===== config.mk =====
export PLATFORM = sky130hd
export DESIGN_NAME = bre_cfg
export DESIGN_NICKNAME = d
export VERILOG_FILES = /design/src/rtl/battery_remaining_time_estimator_defines.svh /design/src/rtl/bre_pkg.sv /design/src/rtl/bre_cfg.sv
export SDC_FILE = /design/constraint.sdc
export NUM_CORES = 1
export LEC_CHECK = 0
export ABC_AREA = 1
export BUFFER_PORTS_ARGS = -buffer_cell sky130_fd_sc_hd__buf_2
export CORE_UTILIZATION = 35
export DETAILED_ROUTE_END_ITERATION = 10
export GPL_TIMING_DRIVEN = 1
export MAX_ROUTING_LAYER = met4
export PLACE_DENSITY_LB_ADDON = 0.3
export SLEW_MARGIN = 10
export SYNTH_ARGS = -nofsm -noshare
export SYNTH_HDL_FRONTEND = slang
export SYNTH_SLANG_ARGS = --single-unit

===== constraint.sdc =====
create_clock -name clk -period 2.4 [get_ports clk]
set_clock_uncertainty 0.2 [all_clocks]
set_input_delay 0.12 -clock clk [delete_from_list [all_inputs] [get_ports clk]]
set_output_delay 0.12 -clock clk [all_outputs]
set_load 0.05 [all_outputs]

===== src/rtl/battery_remaining_time_estimator_defines.svh =====
// Assertion macros for the battery runtime estimator.
// No dependencies; the including module must provide clk and rst_n.
`ifndef BATTERY_REMAINING_TIME_ESTIMATOR_DEFINES_SVH
`define BATTERY_REMAINING_TIME_ESTIMATOR_DEFINES_SVH

`ifndef ASSERT_OFF
// Check a property on every rising edge outside reset.
`define BRE_ASSERT(lbl, prop, msg) \
    lbl: assert property (@(posedge clk) disable iff (!rst_n) prop) else $error(msg);
// Check that a condition never holds outside reset.
`define BRE_ASSERT_NEVER(lbl, cond, msg) \
    lbl: assert property (@(posedge clk) disable iff (!rst_n) !(cond)) else $error(msg);
`else
`define BRE_ASSERT(lbl, prop, msg)
`define BRE_ASSERT_NEVER(lbl, cond, msg)
`endif

`endif


===== src/rtl/bre_pkg.sv =====
// Shared types and constants of the battery runtime estimator.
// No dependencies.
package bre_pkg;

    localparam int CUR_W = 24;
    localparam int PCT_W = 7;
    localparam int CAP_W = 13;
    localparam int DEF_W = 23;
    localparam int SEC_W = 29;
    localparam int AVG_W = 14;   // |average mA| stays below 8389
    localparam int CHG_W = 26;   // 36 * capacity * percent
    localparam int PROD_W = CAP_W + PCT_W;

    localparam int UA_PER_MA = 1000;

    localparam int APB_ADDR_W = 3;
    localparam int APB_DATA_W = 32;

    localparam logic [CAP_W-1:0] CAP_RESET = 13'd3000;
    localparam logic [DEF_W-1:0] DEFAULT_UA_RESET = 23'd200000;
    localparam logic signed [SEC_W-1:0] ESTIMATE_INVALID = -29'sd1;

    typedef enum logic
    {
        REG_CAPACITY,
        REG_DEFAULT_CURRENT
    } cfg_reg_t;

    typedef enum logic [3:0]
    {
        ST_IDLE,
        ST_READ,
        ST_SUM,
        ST_SCALE,
        ST_TOTAL,
        ST_AVG_GO,
        ST_DIV_AVG,
        ST_TIME_GO,
        ST_DIV_TIME,
        ST_DONE
    } state_t;

    typedef struct packed
    {
        logic                    discharging;
        logic signed [CUR_W-1:0] current_ua;
        logic [PCT_W-1:0]        charge_percent;
    } sample_t;

    typedef struct packed
    {
        logic signed [SEC_W-1:0] remaining_seconds;
        logic                    estimate_changed;
    } estimate_t;

endpackage


===== src/rtl/bre_cfg.sv =====
// APB-style register file: nominal capacity and default current.
// Depends on bre_pkg.
module bre_cfg (
    input  logic                              clk,
    input  logic                              rst_n,
    input  logic                              psel,
    input  logic                              penable,
    input  logic                              pwrite,
    input  logic [bre_pkg::APB_ADDR_W-1:0]    paddr,
    input  logic [bre_pkg::APB_DATA_W-1:0]    pwdata,
    output logic [bre_pkg::APB_DATA_W-1:0]    prdata,
    output logic                              pready,
    output logic [bre_pkg::CAP_W-1:0]         capacity_mah,
    output logic [bre_pkg::DEF_W-1:0]         default_ua
);

    logic [bre_pkg::CAP_W-1:0] cap_reg, cap_next;
    logic [bre_pkg::DEF_W-1:0] def_reg, def_next;
    logic                      wr_en;
    bre_pkg::cfg_reg_t         sel;

    assign wr_en = psel && penable && pwrite;
    assign sel = bre_pkg::cfg_reg_t'(paddr[2]);

    always_comb
    begin
        cap_next = cap_reg;
        def_next = def_reg;
        prdata = '0;
        unique case (sel)
            bre_pkg::REG_CAPACITY:
            begin
                prdata = {{(bre_pkg::APB_DATA_W-bre_pkg::CAP_W){1'b0}}, cap_reg};
                if (wr_en)
                begin
                    cap_next = pwdata[bre_pkg::CAP_W-1:0];
                end
            end
            bre_pkg::REG_DEFAULT_CURRENT:
            begin
                prdata = {{(bre_pkg::APB_DATA_W-bre_pkg::DEF_W){1'b0}}, def_reg};
                if (wr_en)
                begin
                    def_next = pwdata[bre_pkg::DEF_W-1:0];
                end
            end
            default:
            begin
                prdata = '0;
            end
        endcase
    end

    always_ff @(posedge clk or negedge rst_n)
    begin
        if (!rst_n)
        begin
            cap_reg <= bre_pkg::CAP_RESET;
            def_reg <= bre_pkg::DEFAULT_UA_RESET;
        end
        else
        begin
            cap_reg <= cap_next;
            def_reg <= def_next;
        end
    end

    assign pready = 1'b1;
    assign capacity_mah = cap_reg;
    assign default_ua = def_reg;

endmodule


; Yosys cells after proc, flatten, opt, wreduce, memory -nomap -nowiden
; Index checks and enable logic that the tools add are counted.
[totals]
register_bits = 36
in_bits = 40
out_inout_bits = 69
[op_classes]
mux = 1
n_bitwise = 1
reduce_logical = 4
[op_table]
columns = operator, n
row1 = $pmux W32 S2, 1
row2 = $reduce_and A2 Y1, 2
row3 = $logic_and A1 B1 Y1, 2
row4 = $not A1 Y1, 1

; Logic depth before layout (Yosys ltp)
[depth]
ltp_word = 3
mapped_depth = 5

; Worst setup path after synthesis
; No wires, ideal clock.
[synth_path]
path_type = flip-flop to output port
startpoint = reg cap_reg (netlist bit capacity_mah[11])
endpoint = out prdata[11] (netlist bit)
arrival_ns = 1.110
required_ns = 2.080
setup_slack_ns = 0.970
stages_incl_launch_ff = 3
path_buffers = 0
path_cell_list = dfstp_2 -> nand2_1 -> nand2_1
[synth_between]
elab_chain_len = 1
[synth_rtl]
columns = item, line
row1 = "start, declared", bre_cfg.sv:17  ; logic [bre_pkg::CAP_W-1:0] cap_reg, cap_next;
row2 = "start signal, assigned", bre_cfg.sv:58  ; cap_reg <= bre_pkg::CAP_RESET;
row3 = "start signal, assigned", bre_cfg.sv:63  ; cap_reg <= cap_next;
row4 = $pmux W32 S2, bre_cfg.sv:30  ; unique case (sel)
row5 = "end, declared", bre_cfg.sv:11  ; output logic [bre_pkg::APB_DATA_W-1:0] prdata,
; No other way between the ends. The select of a mux whose other input is x is not followed.

; Worst setup path in the final report
[layout_path]
startpoint = reg def_reg (netlist bit default_ua[6])
endpoint = out prdata[6] (netlist bit)
[layout_between]
elab_chain_len = 1
[layout_rtl]
columns = item, line
row1 = "start, declared", bre_cfg.sv:18  ; logic [bre_pkg::DEF_W-1:0] def_reg, def_next;
row2 = "start signal, assigned", bre_cfg.sv:59  ; def_reg <= bre_pkg::DEFAULT_UA_RESET;
row3 = "start signal, assigned", bre_cfg.sv:64  ; def_reg <= def_next;
row4 = $pmux W32 S2, bre_cfg.sv:30
; No other way between the ends. The select of a mux whose other input is x is not followed.

==> results.yml <==
status:
  outcome: "complete, no violations"
grt:
  antenna_found_initial: 0
  grt_max_degree: 48
  grt_pass1_wl_um: 6830
  overflow: 0
  gr-usage-all-layers: 0.169
  grt_pass1_vias: 1486
timing:
  setup_viol: 0
  timing.final.crit_share: 0.637
  worstMarginPinSlew_ps: 797
  slew_violations: 0
  fmax_mhz: 654
  period_needed_ps: 1530
  slew_headroom: 0.468
  hold_viol_final: 0
  tns_ps: 0
  rsz0062_at_grt: "false"
logic_synthesis:
  syn_area_per_cell_um2: 7.71
  ys_seq_area_frac: 0.508
  syn_inst: 234
  synth.distinct_cells: 14
  synth_area_um2: 1800
  synth_simple_gate_area_frac: 0.368
  synth_top_family_by_area: "simple AND/OR/NAND/NOR gates"
  ys_ff_latch: 36
  ys_warn_count: 0
  synth.area.mux_share: 0
  synth_compound_area_frac: 0
  synth_fa_ha_area_frac: 0
  synth_xor_area_frac: 0
power_and_ir_drop:
  internal_power_uw: 1290
  p_leak_uw: 0.00154
  pwr-share-clk: 0.210
  ir_drop_mv: 0.375
  p_sw_frac: 0.470
  powerDensity_nw_per_um2: 954
  p_sw_uw: 1150
  pwr-share-comb: 0.446
  power_frac_seq: 0.344
final_layout:
  n_antenna_cell: 0
  drive_gt1_frac: 0.334
  final_area_um2: 2550
  finish.net_count: 380
  areaGrowthSynthToFinish_pct: 41.5
detailed_routing:
  routed_via_density: 4.39
  drt-pass1-iter-count: 4
  drt_iter0_markers: 103
  routed_wl_um: 4420
  drcViolationCount: 0
  wire_per_inst_um: 10.8
  num_vias: 1791
  antenna_left: 0
cts:
  cts_tree: "yes"
  htree_levels: 2
  clk_latency_ps: 270
  clk_pin_slew_ps: 70
  cts_buffers: 5
  ctsResizeCount: 0
  post_cts_buffers: 0
  clockRootBuffer: "clkbuf_8"
  clk_path_buf_depth: 2
  clkSinkCount: 36
min_path:
  min_path_type: "in -> reg"
worst_setup_path:
  worstPathMaxFanout: 3
  cp.arrival_ps: 1210
  timing.critical_path.from_type: "flop"
  required_ps: 2080
  end_kind: "output pin"
  critPathKind: "reg -> out"
die:
  core.rowCount: 25
  dieArea_um2: 5450
  start_util: 0.372
  dieWidth_um: 73.8
  io_pins: 109
  core_area_um2: 4850
  die_h_um: 73.8
placement:
  io_buffers: 87
  placed_area_um2: 2210
  dp.final_hpwl_um: 2750
  gp_congestion: 0.708
flow_run:
  maxCapViolCount: 0
worst paths after layout:
kind | from | endpoint | slack, ps | cells past startpoint
max in group asynchronous | rst_n | capacity_mah[6] | 1250 | 2
min | paddr[2] | capacity_mah[11] | 7 | 4
max | default_ua[6] | prdata[6] | 870 | 3
max reg2reg | capacity_mah[9] | capacity_mah[9] | 1460 | 2
min in group asynchronous | rst_n | capacity_mah[0] | 250 | 2
min reg2reg | default_ua[10] | default_ua[10] | 270 | 2
layout by cell type, fill, tap and decap left out:
master	Yosys	final
nand2_1	121	121
buf_2	4	87
nand3_1	36	36
dlygate4sd3_1	0	24
dfrtp_1	23	23
dfstp_2	13	13
inv_1	10	10
conb_1	2	10
clkbuf_8	0	5
buf_4	15	3
inv_2	2	2
nand4_1	2	2
nand2_2	1	1
nor2_4	1	1
clkbuf_1	1	1
clkinv_2	0	1
bufinv_16	0	1
Yosys cell counts:
master | n | area, um^2
dfstp_2 | 13 | 342
nand2_1 | 121 | 454
nand3_1 | 36 | 180
inv_1 | 10 | 37.5
inv_2 | 2 | 7.51
clkbuf_1 | 1 | 3.75
nand2_2 | 1 | 6.26
dfrtp_1 | 23 | 576
nor2_4 | 1 | 11.3
buf_2 | 4 | 20.0
conb_1 | 2 | 7.51
buf_4 | 15 | 113
buf_6 | 3 | 33.8
nand4_1 | 2 | 12.5
cell families after synthesis:
| logic type | after synthesis |
|---|---|
| and+or+nand+nor | 161 |
| DFF | 36 |
| buffers and inverters | 35 |
| other | 2 |
state kept, by name, summed over array words and instances (netlist names):
name,count
capacity_mah,13
default_ua,23
power by group through the flow:
stage               Sequential [uW]  Combinational [uW]  Clock, uW
global placement                846                1060          0
CTS                             839                1090        532
finish                          837                1090        512
global route                    853                1150        558
detailed placement              847                1060          0
floorplan                      1250                 435          0
cell type report:
cell class / count / area, um^2
multi-input combinational: 171 / 702
sequential: 36 / 917
timing repair buffer: 114 / 698
fill: 482 / 2290
inverter: 12 / 45.0
tap: 67 / 83.8
clock buffer: 6 / 72.6
clock inverter: 2 / 35.0
stage by stage:
stage	utilization	worst slack, ps	cells	total power, uW	hold slack [ps]
2_1_floorplan	-	970	242	1690	-376
3_5_place_dp	0.455	768	376	1910	46.5
6_report	0.527	870	408	2440	6.92
5_1_grt	0.527	811	408	2560	35.9
3_3_place_gp	0.455	779	376	1900	43.8
4_1_cts	0.527	859	408	2460	2.97
critical path, stage by stage, from the launching register on:
cell and delay (ps):
dfstp_2 550, nand2_1 50, nand2_1 80, buf_2 250
routing by layer:
layer / routed length (um) / GRT usage / vias up
met3: 163 / 0.0288 / 4
met4: 44 / 0.0662 / 0
met5: 0 / - / -
li1: - / - / 915
met2: 2120 / 0.268 / 55
met1: 2100 / 0.216 / 817
timing repair:
action                                  4_1_cts  5_1_grt
hold endpoints to repair                     59        0
endpoints found under the setup margin        0        0
hold buffers                                 24        0
No activity file was read; power rests on OpenSTA's default activity.
