--- src/rtl/battery_remaining_time_estimator_defines.svh ---
// Assertion macros for the battery runtime estimator.
// No dependencies; the including module must provide clk and rst_n.
`ifndef BATTERY_REMAINING_TIME_ESTIMATOR_DEFINES_SVH
`define BATTERY_REMAINING_TIME_ESTIMATOR_DEFINES_SVH

`ifndef ASSERT_OFF
// Check a property on every rising edge outside reset.
`define BRE_ASSERT(lbl, prop, msg) \
    lbl: assert property (@(posedge clk) disable iff (!rst_n) prop) else $error(msg);
// Check that a condition never holds outside reset.
`define BRE_ASSERT_NEVER(lbl, cond, msg) \
    lbl: assert property (@(posedge clk) disable iff (!rst_n) !(cond)) else $error(msg);
`else
`define BRE_ASSERT(lbl, prop, msg)
`define BRE_ASSERT_NEVER(lbl, cond, msg)
`endif

`endif

--- src/rtl/bre_div.sv ---
// Bit-serial restoring divider, unsigned, one quotient bit per cycle.
// No dependencies; the dividend is given left-aligned for short runs.
module bre_div #(
    parameter int DVD_W = 34,
    parameter int DVS_W = 19,
    parameter int STEP_W = 6
) (
    input  logic              clk,
    input  logic              rst_n,
    input  logic              start,
    input  logic [STEP_W-1:0] steps,
    input  logic [DVD_W-1:0]  dividend,
    input  logic [DVS_W-1:0]  divisor,
    output logic              busy,
    output logic              done,
    output logic [DVD_W-1:0]  quotient
);

    logic [DVD_W-1:0]  dq_reg, dq_next;
    logic [DVS_W-1:0]  rem_reg, rem_next;
    logic [DVS_W-1:0]  dvs_reg;
    logic [STEP_W-1:0] cnt_reg, cnt_next;
    logic              busy_reg, busy_next;
    logic              done_reg, done_next;
    logic [DVS_W:0]    trial;
    logic              fits;

    // shift the next dividend bit into the partial remainder and try a subtract
    assign trial = {rem_reg, dq_reg[DVD_W-1]} - {1'b0, dvs_reg};
    assign fits = !trial[DVS_W];

    always_comb
    begin
        dq_next = dq_reg;
        rem_next = rem_reg;
        cnt_next = cnt_reg;
        busy_next = busy_reg;
        done_next = 1'b0;
        if (start)
        begin
            dq_next = dividend;
            rem_next = '0;
            cnt_next = steps;
            busy_next = 1'b1;
        end
        else if (busy_reg)
        begin
            dq_next = {dq_reg[DVD_W-2:0], fits};
            rem_next = fits ? trial[DVS_W-1:0] : {rem_reg[DVS_W-2:0], dq_reg[DVD_W-1]};
            cnt_next = cnt_reg - 1'b1;
            if (cnt_reg == STEP_W'(1))
            begin
                busy_next = 1'b0;
                done_next = 1'b1;
            end
        end
    end

    always_ff @(posedge clk or negedge rst_n)
    begin
        if (!rst_n)
        begin
            cnt_reg <= '0;
            busy_reg <= 1'b0;
            done_reg <= 1'b0;
        end
        else
        begin
            cnt_reg <= cnt_next;
            busy_reg <= busy_next;
            done_reg <= done_next;
        end
    end

    always_ff @(posedge clk)
    begin
        dq_reg <= dq_next;
        rem_reg <= rem_next;
        if (start)
        begin
            dvs_reg <= divisor;
        end
    end

    assign busy = busy_reg;
    assign done = done_reg;
    assign quotient = dq_reg;

endmodule

--- config.mk ---
export PLATFORM = sky130hd
export DESIGN_NAME = bre_div
export DESIGN_NICKNAME = d
export VERILOG_FILES = /design/src/rtl/battery_remaining_time_estimator_defines.svh /design/src/rtl/bre_div.sv
export SDC_FILE = /design/constraint.sdc
export NUM_CORES = 1
export LEC_CHECK = 0
export ABC_AREA = 0
export BUFFER_PORTS_ARGS = -buffer_cell sky130_fd_sc_hd__buf_2
export CAP_MARGIN = 20
export CORE_MARGIN = 4
export CORE_UTILIZATION = 49
export DETAILED_ROUTE_END_ITERATION = 10
export PLACE_DENSITY = 0.84
export SLEW_MARGIN = 20
export SYNTH_ARGS = -nofsm -noshare
export SYNTH_HDL_FRONTEND = slang
export SYNTH_SLANG_ARGS = --single-unit
export TNS_END_PERCENT = 100
--- constraint.sdc ---
create_clock -name clk -period 2.7 [get_ports clk]
set_input_delay 0.135 -clock clk [delete_from_list [all_inputs] [get_ports clk]]
set_output_delay 0.135 -clock clk [all_outputs]
set_load 0.03 [all_outputs]
# Word level (Yosys, flattened, before mapping)
# Index checks and enable logic that the tools add are counted.
# classes
addsub	2
eq_ne	1
n_mux	11
n_reduce_logical	2
# op_table
op	n
34-bit 2-to-1 mux	2
20-bit by 19-bit subtractor with 20-bit output	1
19-bit 2-to-1 mux	1
6-bit 2-to-1 mux	2
6-bit by 1-bit == test with 1-bit output (second input constant)	1
1-bit 2-to-1 mux	6
6-bit by 1-bit subtractor with 6-bit output (second input constant)	1
2-bit nonzero test	1
1-bit logical NOT	1
# word_totals
regBits	80
output_inout_bits	36
word_cells	22

# Depth between registers and ports, before layout
# Gate-level depths: netlist of run 1.
# logic_depth
word_depth	4
depth_mapped	12
mapped_depth_nobuf	11

# Worst setup path after synthesis of run 1
# OpenSTA, ideal clock, no wires.
# synth_timing
path_type	register to register
startpoint	register dq_reg[33], in the netlist quotient[33]
endpoint	register rem_reg[18]
setup_ns	0.137
arrival_time_ns	2.763
required_time_ns	2.563
slack_ns	-0.200
stages_incl_launch_ff	12
n_path_buf	0
cell_sequence	edfxtp_1 inv_1 ha_1 inv_1 fa_1 a21o_1 a221oi_2 a211oi_2 a211oi_1 o31ai_1 a311oi_1 o221ai_1
# synth_between
elab_chain_cells	2
# synth_rtl
element	line	source
start, declared	bre_div.sv:19	logic [DVD_W-1:0] dq_reg, dq_next;
start signal, assigned	bre_div.sv:77	dq_reg <= dq_next;
20-bit by 19-bit subtractor with 20-bit output	bre_div.sv:29	assign trial = {rem_reg, dq_reg[DVD_W-1]} - {1'b0, dvs_reg};
19-bit 2-to-1 mux	bre_div.sv:49	rem_next = fits ? trial[DVS_W-1:0] : {rem_reg[DVS_W-2:0], dq_reg[DVD_W-1]};
end signal, assigned	bre_div.sv:78	rem_reg <= rem_next;
end, declared	bre_div.sv:20	logic [DVS_W-1:0] rem_reg, rem_next;
# Every way passes these cells.
# A chain may end at the register's enable or synchronous reset.

# Final worst setup path of run 1
# layout_timing
startpoint	register dq_reg[33], in the netlist quotient[33]
endpoint	register rem_reg[16]
# Same word-level chain as after synthesis.

==> results of run 1 <==
-- critical path: cells and delay by family, from the launching register on --
kind / cells / cell delay [ps]
AO/OA/AOI/OAI: 6 / 1130
AND/OR/NAND/NOR: 1 / 470
adder cells (fa/ha/maj): 2 / 460
flip-flops: 1 / 400
buffers and inverters: 2 / 120
-- worst max-delay path by stage --
| stage | depth (start not counted) | from | to |
|---|---|---|---|
| final | 11 | quotient[33] | rem_reg[16] |
| after global routing | 11 | quotient[33] | rem_reg[16] |
| after CTS | 11 | quotient[33] | rem_reg[16] |
| after detailed placement | 11 | quotient[33] | rem_reg[16] |
| after global placement | 11 | quotient[33] | rem_reg[16] |
| after floorplan | 11 | quotient[33] | rem_reg[16] |
-- layer usage --
layer  vias up  routed length, um  GRT usage (%)
met1      1690               4215          25.44
met3        28                618          3.686
met5         -                  0              0
met4         0                277          9.788
met2       137               5287          34.08
li1       1749                  -              -
-- final cells by class --
class / count / area share [%]
clock buffer: 9 / 2.227
clock inverter: 7 / 1.530
inverter: 26 / 1.755
multi-input combinational: 274 / 36.81
sequential: 80 / 39.06
tap: 108 / 2.430
timing repair buffer: 141 / 16.20
-- logic make-up (layout without fill, tap and decap cells) --
logic type | count (synthesis) | after routing | share of synthesized area [%]
buf+inv | 44 | 183 | 4.066
compound gates | 96 | 96 | 15.40
flops | 80 | 80 | 50.06
fa+ha+maj | 22 | 22 | 6.517
xor+xnor | 19 | 19 | 3.835
simple gates | 103 | 103 | 11.30
mux | 34 | 34 | 8.824
-- repair_timing --
item | CTS | global route
setup buffers | 2 | 1
resized for setup | 5 | 6
hold buffers | 24 | 0
pin swaps | 6 | 6
hold endpoints to repair | 31 | 0
endpoints found under the setup margin | 4 | 14
-- stage by stage --
step | cells | util, %
6_report | 645 | 64.09
5_1_grt | 645 | 64.09
4_1_cts | 644 | 63.52
3_5_place_dp | 602 | 57.94
3_3_place_gp | 602 | 57.94
2_1_floorplan | 398 | -
-- layout by cell type, fill, tap and decap left out, types with 6 or more instances in the layout --
master and n:
xnor2_1 12, nand2_1 29, xor2_1 7, a21oi_1 13
clkbuf_8 9, o21ai_0 30, dlygate4sd3_1 24, buf_2 97
ha_1 20, edfxtp_1 53, buf_4 18, nand3_1 20
mux2_2 34, a311oi_1 13, dfrtp_1 8, nor2_1 28
inv_1 24, o211ai_1 6, dfxtp_1 19
-- report_power, final --
group	leakage, nW	internal, mW	switching [mW]
clock network	0.100	0.446	0.506
logic	1.47	0.974	1.25
registers	0.797	1.56	0.203
==> impl_metrics.tcl, run 1 <==
set metrics [dict create \
    fp.dieW_um 102.1 \
    cp-start-kind "register" \
    holdCritStartpoint "steps[1]" \
    io_buffers 97 \
    cpPeakStageDelay_ps 470 \
    finalWeightedCongestion 0.8902 \
    antenna_found_initial 0 \
    synth_edf_count 53 \
    cts_buffers 9 \
    finalNetCount 616 \
    start_util_pct 50.00 \
    finalMaxSlewViolations 0 \
    postSynthAreaPerCell_um2 10.90 \
    num_rows 34 \
    drive_gt1_share_pct 35.01 \
    synth-seq-cells 80 \
    relSlewSlack_pct 59.89 \
    setup_ws_ps 20.03 \
    outcome "finished clean" \
    core_region_area_um2 8678 \
    final_area_um2 5562 \
    peakVddDrop_mv 0.4125 \
    drt-pass1-iter-count 5 \
    fillers 679 \
    path_cells "inv_2 -> ha_4 -> inv_2 -> fa_2 -> a21o_1 -> a221oi_2 -> a211oi_2 -> a21o_1 -> o21ai_1 -> or4b_4 -> a311oi_2" \
    min_path_type "in2reg" \
    power_mw 4.945 \
    grt_pass1_vias 3456 \
    whs_path_depth 3 \
    timing.rr.start "quotient[33]" \
    dieArea_um2 10430 \
    skew_ps 12.51 \
    largest_reg_flops 34 \
    area.sequential_um2 2172 \
    path_clk_slew_ps 100 \
    slowest_stage "or4b_4" \
    track_usage_pct 20.35 \
    yosysMostFrequentCell "edfxtp_1" \
    vias 3604 \
    worst_pin_slew_ps 601.7 \
    cp_max_fo 3 \
    area_growth_syn_to_layout_pct 28.17 \
    cts_tree "done" \
    io_pins 98 \
    grt_start_max_net_pins 56 \
    yosys_warnings 0 \
    grt_overflow 0 \
    vias_per_cell 5.588 \
    async_flop_share_pct 10.00 \
    synthFlopType "edfxtp_1" \
    hpwl_mm 7.202 \
    rsz0062_at_grt "yes" \
    leakage_nw 2.367 \
    r2r_setup_slack_ps 20 \
    synth.distinct_cells 56 \
    holdPathEnd "cnt_reg[1]" \
    totalWireLength_mm 10.40 \
    synth_area_um2 4339 \
    synth.area.top_cells "edfxtp_1 (37%), mux2_2 (8.8%), dfxtp_1 (8.8%)" \
    yosys.area.top_type_share_pct 36.68 \
    drc 0 \
    cts-root-buf "clkbuf_8" \
    grt_pass1_wl_mm 16.46 \
    syn_nets 482 \
    min_period_over_period_pct 99.26 \
    multi_input_area_um2 2047 \
    critPathRequiredTime_ps 2980 \
    clock_latency_ps 370 \
    synth_cells 398 \
    ys_top_cells_by_count "edfxtp_1 (53), mux2_2 (34), o21ai_0 (31), nand2_1 (30), nor2_1 (28)" \
    dpl_worst_slack_ps -1.743 \
    diodes 0 \
    timing.rr.end "rem_reg[16]" \
    finalSetupViolCount 0 \
    first_iter_violations 235 \
    holdWs_ps 11.48 \
    cp.arrival_ps 2960 \
    postPlaceCellArea_um2 5029 \
    wl_per_cell_um 16.12 \
    finalHoldViolations 0 \
    power_density_nw_per_um2 889.1 \
    numClockSinks 80 \
    cp-end-kind "register" \
    ff2ff_path_depth 11 \
    crit_type "reg2reg" \
    yosysSeqAreaShare_pct 50.06 \
    synth_top_area_cell "edfxtp_1" \
    max_cap_violations 0 \
    h-tree-depth 3 \
    max_freq_mhz 373.1 \
    setup_tns_ps 0 \
    antenna_violating_nets_post_route 0 \
    die_h_um 102.1 \
    period_needed_ps 2680 \
    clk_path_buf_depth 2 \
]
Power figures use the tool's default switching activity.
==> run 2, diff against run 1 <==
--- a/config.mk
+++ b/config.mk
@@ -12,6 +12,7 @@
 export CORE_UTILIZATION = 49
 export DETAILED_ROUTE_END_ITERATION = 10
 export PLACE_DENSITY = 0.84
+export RECOVER_POWER = 100
 export SLEW_MARGIN = 20
 export SYNTH_ARGS = -nofsm -noshare
 export SYNTH_HDL_FRONTEND = slang
==> run 2 against run 1 <==
Effect of this change:
- first-iteration DRC count grew 11%
- sequential power about the same
- global-route usage is the same
- combinational power about the same
- clock skew barely moved
- critical path depth is the same
- flip-flop and latch count unchanged
- critical path type unchanged
- highest routed layer unchanged
==> impl_metrics.tcl, run 2 (synthesis gave the netlist of run 1 again) <==
set metrics [dict create \
    drt-pass1-iter-count 5 \
    final_common_cell "buf_2" \
    ff2ff_path_depth 11 \
    leakage_nw 2.263 \
    fp.dieW_um 102.1 \
    start_util_pct 50.00 \
    grt_pass1_vias 3456 \
    grt_start_max_net_pins 56 \
    timing.rr.end "rem_reg[16]" \
    first_iter_violations 260 \
    outcome "finished clean" \
    clock_latency_ps 370 \
    skew_ps 12.32 \
    cp.arrival_ps 2960 \
    cp-start-kind "register" \
    critPathRequiredTime_ps 2970 \
    switching_share_pct 39.87 \
    path_clk_slew_ps 100 \
    cp-end-kind "register" \
    min_period_over_period_pct 99.41 \
    largest_reg_flops 34 \
    vias_per_cell 5.595 \
    holdCritStartpoint "steps[1]" \
    combPwrFrac_pct 44.7 \
    layout_common_cells "buf_2 (62), edfxtp_1 (53), clkbuf_1 (36)" \
    antenna_violating_nets_post_route 0 \
    numClockSinks 80 \
    power.internal_mw 2.956 \
    antenna_found_initial 0 \
    io_pins 98 \
    area_growth_syn_to_layout_pct 26.85 \
    finalHoldViolations 0 \
    cp_max_fo 3 \
    whs_path_depth 3 \
    wl_per_cell_um 16.14 \
    setup_ws_ps 15.93 \
    setup_tns_ps 0 \
    power_frac_clock_pct 19.3 \
    rsz0062_at_grt "yes" \
    clk_path_buf_depth 2 \
    hpwl_mm 7.202 \
    r2r_setup_slack_ps 20 \
    crit_type "reg2reg" \
    power_density_nw_per_um2 893.3 \
    finalNetCount 616 \
    relSlewSlack_pct 21.58 \
    h-tree-depth 3 \
    power_frac_seq_pct 36.0 \
    track_usage_pct 20.35 \
    io_buffers 97 \
    finalSetupViolCount 0 \
    vias 3609 \
    peakVddDrop_mv 0.4077 \
    num_rows 34 \
    finalWeightedCongestion 0.8902 \
    timing.rr.start "quotient[33]" \
    max_cap_violations 0 \
    period_needed_ps 2684 \
    min_path_type "in2reg" \
    dpl_worst_slack_ps -1.743 \
    final_core_util_pct 63.42 \
    drive_gt1_share_pct 28.12 \
    grt_overflow 0 \
    dieArea_um2 10430 \
    totalWireLength_mm 10.41 \
    drc 0 \
    grt_pass1_wl_mm 16.46 \
    finalMaxSlewViolations 0 \
    die_h_um 102.1 \
    holdPathEnd "cnt_reg[1]" \
    diodes 0 \
    holdWs_ps 13.59 \
    postPlaceCellArea_um2 5029 \
    cts_tree "done" \
    worst_pin_slew_ps 1176 \
    p_sw_mw 1.961 \
    cts-root-buf "clkbuf_8" \
    max_freq_mhz 372.6 \
    core_region_area_um2 8678 \
    cts_buffers 9 \
    final_area_um2 5504 \
]
[run 2: changes by cell type in the layout (fill, tap and decap cells not counted)]
cell and change:
nand2_2 -1, clkbuf_1 +36, nand2_1 +1, buf_2 -35, clkbuf_4 +1, buf_4 -5, clkbuf_2 +3
[run 2: how the worst max path moves through the flow]
| stage | startpoint | to | slack, ps | cells after the start |
|---|---|---|---|---|
| finish | quotient[33] | rem_reg[16] | 20 | 11 |
| global route | dvs_reg[4] | rem_reg[16] | -90 | 10 |
| CTS | quotient[33] | rem_reg[16] | -6 | 11 |
| detailed placement | quotient[33] | rem_reg[16] | -2 | 11 |
| global placement | quotient[33] | rem_reg[16] | 50 | 11 |
| floorplan | quotient[33] | rem_reg[16] | -140 | 11 |
[run 2: power by group through the flow]
stage	Sequential, mW	Clock [mW]	Combinational (mW)
final	1.77	0.950	2.20
after global placement	1.76	0	2.03
after floorplan	1.87	0	1.38
after detailed placement	1.78	0	2.09
after global routing	1.79	1.03	2.40
after CTS	1.76	0.967	2.15
[run 2: timing repair]
action                                  CTS  global route
pin swaps                                 6             6
hold buffers                             24             0
endpoints found under the setup margin    4            14
endpoints found under the hold margin    31             0
gates resized for setup                   5             6
buffers inserted                          2             1
[run 2: through the flow]
step | cells | power (mW)
global route | 645 | 5.219
detailed placement | 602 | 3.873
floorplan | 398 | 3.255
CTS | 644 | 4.882
finish | 645 | 4.917
global placement | 602 | 3.791
[run 2: final cells by class]
type / instances / area (um2)
Clock inverter: 7 / 85.08
Fill cell: 706 / 3174
Tap cell: 108 / 135.1
Multi-Input combinational cell: 274 / 2044
Inverter: 26 / 97.59
Sequential cell: 80 / 2172
Clock buffer: 9 / 123.9
Timing Repair Buffer: 141 / 845.8
[run 2: routing by layer]
metal  up-vias  track usage [%]  part of all wire (%)
li1       1752                -                     -
met1      1694            25.44                    40
met2       136            34.08                    51
met3        27            3.686                   6.4
met4         0            9.788                   2.6
met5         -                0                     0
[run 2: critical path: stages, from the launching register on]
cell	delay [ps]
edfxtp_1	400
inv_2	90
ha_4	140
inv_2	30
fa_2	330
a21o_1	180
a221oi_2	300
a211oi_2	150
a21o_1	190
o21ai_1	110
or4b_4	470
a311oi_2	200
==> run 3, diff against run 2 <==
--- a/config.mk
+++ b/config.mk
@@ -9,9 +9,9 @@
 export BUFFER_PORTS_ARGS = -buffer_cell sky130_fd_sc_hd__buf_2
 export CAP_MARGIN = 20
 export CORE_MARGIN = 4
-export CORE_UTILIZATION = 49
+export CORE_UTILIZATION = 54
 export DETAILED_ROUTE_END_ITERATION = 10
-export PLACE_DENSITY = 0.84
+export PLACE_DENSITY = 0.88
 export RECOVER_POWER = 100
 export SLEW_MARGIN = 20
 export SYNTH_ARGS = -nofsm -noshare
==> constraint.sdc (replaced) <==
create_clock -name clk -period 2.6 [get_ports clk]
set_input_delay 0.13 -clock clk [delete_from_list [all_inputs] [get_ports clk]]
set_output_delay 0.13 -clock clk [all_outputs]
set_load 0.03 [all_outputs]
==> run 3 against run 2 <==
Effect of this change:
- the flow now finishes with violations (setup timing)
- die area down 8.6%
- worst hold slack better by 19 ps
- fmax down 5.3%
- via count up 4.5%
- clock power about the same
- flip-flop and latch count unchanged
- combinational power up 13%
- core utilization up 9.0 points
- worst setup slack worse by 250 ps
- sequential power up 3%
- clock skew down 0.87 ps
- sequential share of layout area down 0.87 points
- largest cell class unchanged
- highest routed layer unchanged
==> impl_metrics.tcl, run 3 (synthesis gave the netlist of run 1 again) <==
set metrics [dict create \
    cts_tree "done" \
    clock_latency_ps 360 \
    power_density_nw_per_um2 933.1 \
    h-tree-depth 3 \
    power_mw 5.251 \
    layout_common_cells "buf_2 (59), edfxtp_1 (53), clkbuf_1 (39)" \
    area_growth_syn_to_layout_pct 29.70 \
    relSlewSlack_pct 28.03 \
    cts-root-buf "clkbuf_8" \
    cp_max_fo 10 \
    setup_tns_ps -856.6 \
    grt_pass1_vias 3816 \
    grt_overflow 0 \
    violations "setup timing" \
    outcome "finished with violations" \
    finalHoldViolations 0 \
    cp-start-kind "register" \
    finalNetCount 636 \
    first_iter_violations 345 \
    crit_type "reg2reg" \
    drc 0 \
    min_path_type "in2reg" \
    period_needed_ps 2834 \
    antenna_found_initial 0 \
    rsz0062_at_grt "yes" \
    track_usage_pct 23.24 \
    vias_per_cell 5.724 \
    io_buffers 97 \
    grt_pass1_wl_mm 18.00 \
    cts_buffers 9 \
    path_clk_slew_ps 90 \
    fp.dieW_um 97.64 \
    num_rows 32 \
    drive_gt1_share_pct 29.80 \
    wl_per_cell_um 16.94 \
    hpwl_mm 7.409 \
    antenna_violating_nets_post_route 0 \
    diodes 0 \
    clk_path_buf_depth 2 \
    die_h_um 97.64 \
    cp.arrival_ps 3100 \
    worst_pin_slew_ps 1080 \
    dieArea_um2 9534 \
    final_common_cell "buf_2" \
    largest_reg_flops 34 \
    totalWireLength_mm 11.16 \
    core_region_area_um2 7767 \
    io_pins 98 \
    setup_ws_ps -234.2 \
    max_freq_mhz 352.8 \
    peakVddDrop_mv 0.4578 \
    numClockSinks 80 \
    skew_ps 11.44 \
    finalMaxSlewViolations 0 \
    finalWeightedCongestion 0.9027 \
    fillers 544 \
    start_util_pct 55.86 \
    min_period_over_period_pct 109.0 \
    vias 3772 \
    holdWs_ps 32.40 \
    critPathRequiredTime_ps 2870 \
    finalSetupViolCount 15 \
    drt-pass1-iter-count 5 \
    leakage_nw 2.367 \
    grt_start_max_net_pins 62 \
    cp-end-kind "register" \
    max_cap_violations 0 \
]
## run 3: final cells by class
cell class	instances	area [um2]	area share (%)
Tap cell	102	127.6	2.268
Clock buffer	9	123.9	2.201
Multi-Input combinational cell	274	2024	35.97
Inverter	26	97.59	1.734
Timing Repair Buffer	161	1006	17.87
Clock inverter	7	76.32	1.356
Sequential cell	80	2172	38.59
## run 3: path summary, 6_finish.rpt
path / from / end / slack [ps] / cells after the start
min in group asynchronous: rst_n / cnt_reg[5] / 220 / 2
hold reg to reg: rem_reg[9] / rem_reg[9] / 510 / 2
max in group asynchronous: rst_n / busy / 2060 / 2
hold / removal: steps[1] / cnt_reg[1] / 30 / 3
setup reg to reg: dvs_reg[6] / rem_reg[16] / -230 / 10
setup / recovery: dvs_reg[6] / rem_reg[16] / -230 / 10
## run 3: layer usage
| metal | part of all wire, % | global-route usage, % |
|---|---|---|
| met1 | 39 | 27.35 |
| met2 | 52 | 41.64 |
| met3 | 5.7 | 4.307 |
| met4 | 2.6 | 9.159 |
| met5 | 0 | 0 |
## run 3: timing repair
| item | 4_1_cts | 5_1_grt |
|---|---|---|
| pin swaps | 6 | 15 |
| hold endpoints to repair | 32 | 0 |
| gates resized for setup | 4 | 7 |
| cloned | 0 | 0 |
| hold buffers | 25 | 0 |
| setup endpoints to repair | 5 | 14 |
| buffers inserted | 3 | 3 |
## run 3: per-stage QoR
stage	std cells	utilization [%]	worst slack, ps	instance area, um2
2_1_floorplan	398	-	-235.9	4347
3_3_place_gp	612	66.35	-84.87	5154
6_report	659	72.45	-234.2	5628
5_1_grt	659	72.45	-350.8	5628
4_1_cts	656	72.54	-145.0	5634
3_5_place_dp	612	66.35	-168.9	5154
## run 3: critical path, cell delays in order (launching register included)
cell and delay, ps:
edfxtp_1 340, inv_1 40, ha_1 370, o211ai_1 140
nor2_2 180, o211ai_2 120, a31oi_1 500, nor3_2 100
buf_4 200, or4b_4 520, a311oi_2 230
## run 3: report_power, final
part	internal [mW]	leakage (nW)	total, mW	switching (mW)
logic	1.11	1.47	2.48	1.37
registers	1.62	0.797	1.82	0.195
clock network	0.452	0.0983	0.948	0.496
total	3.19	2.37	5.25	2.06
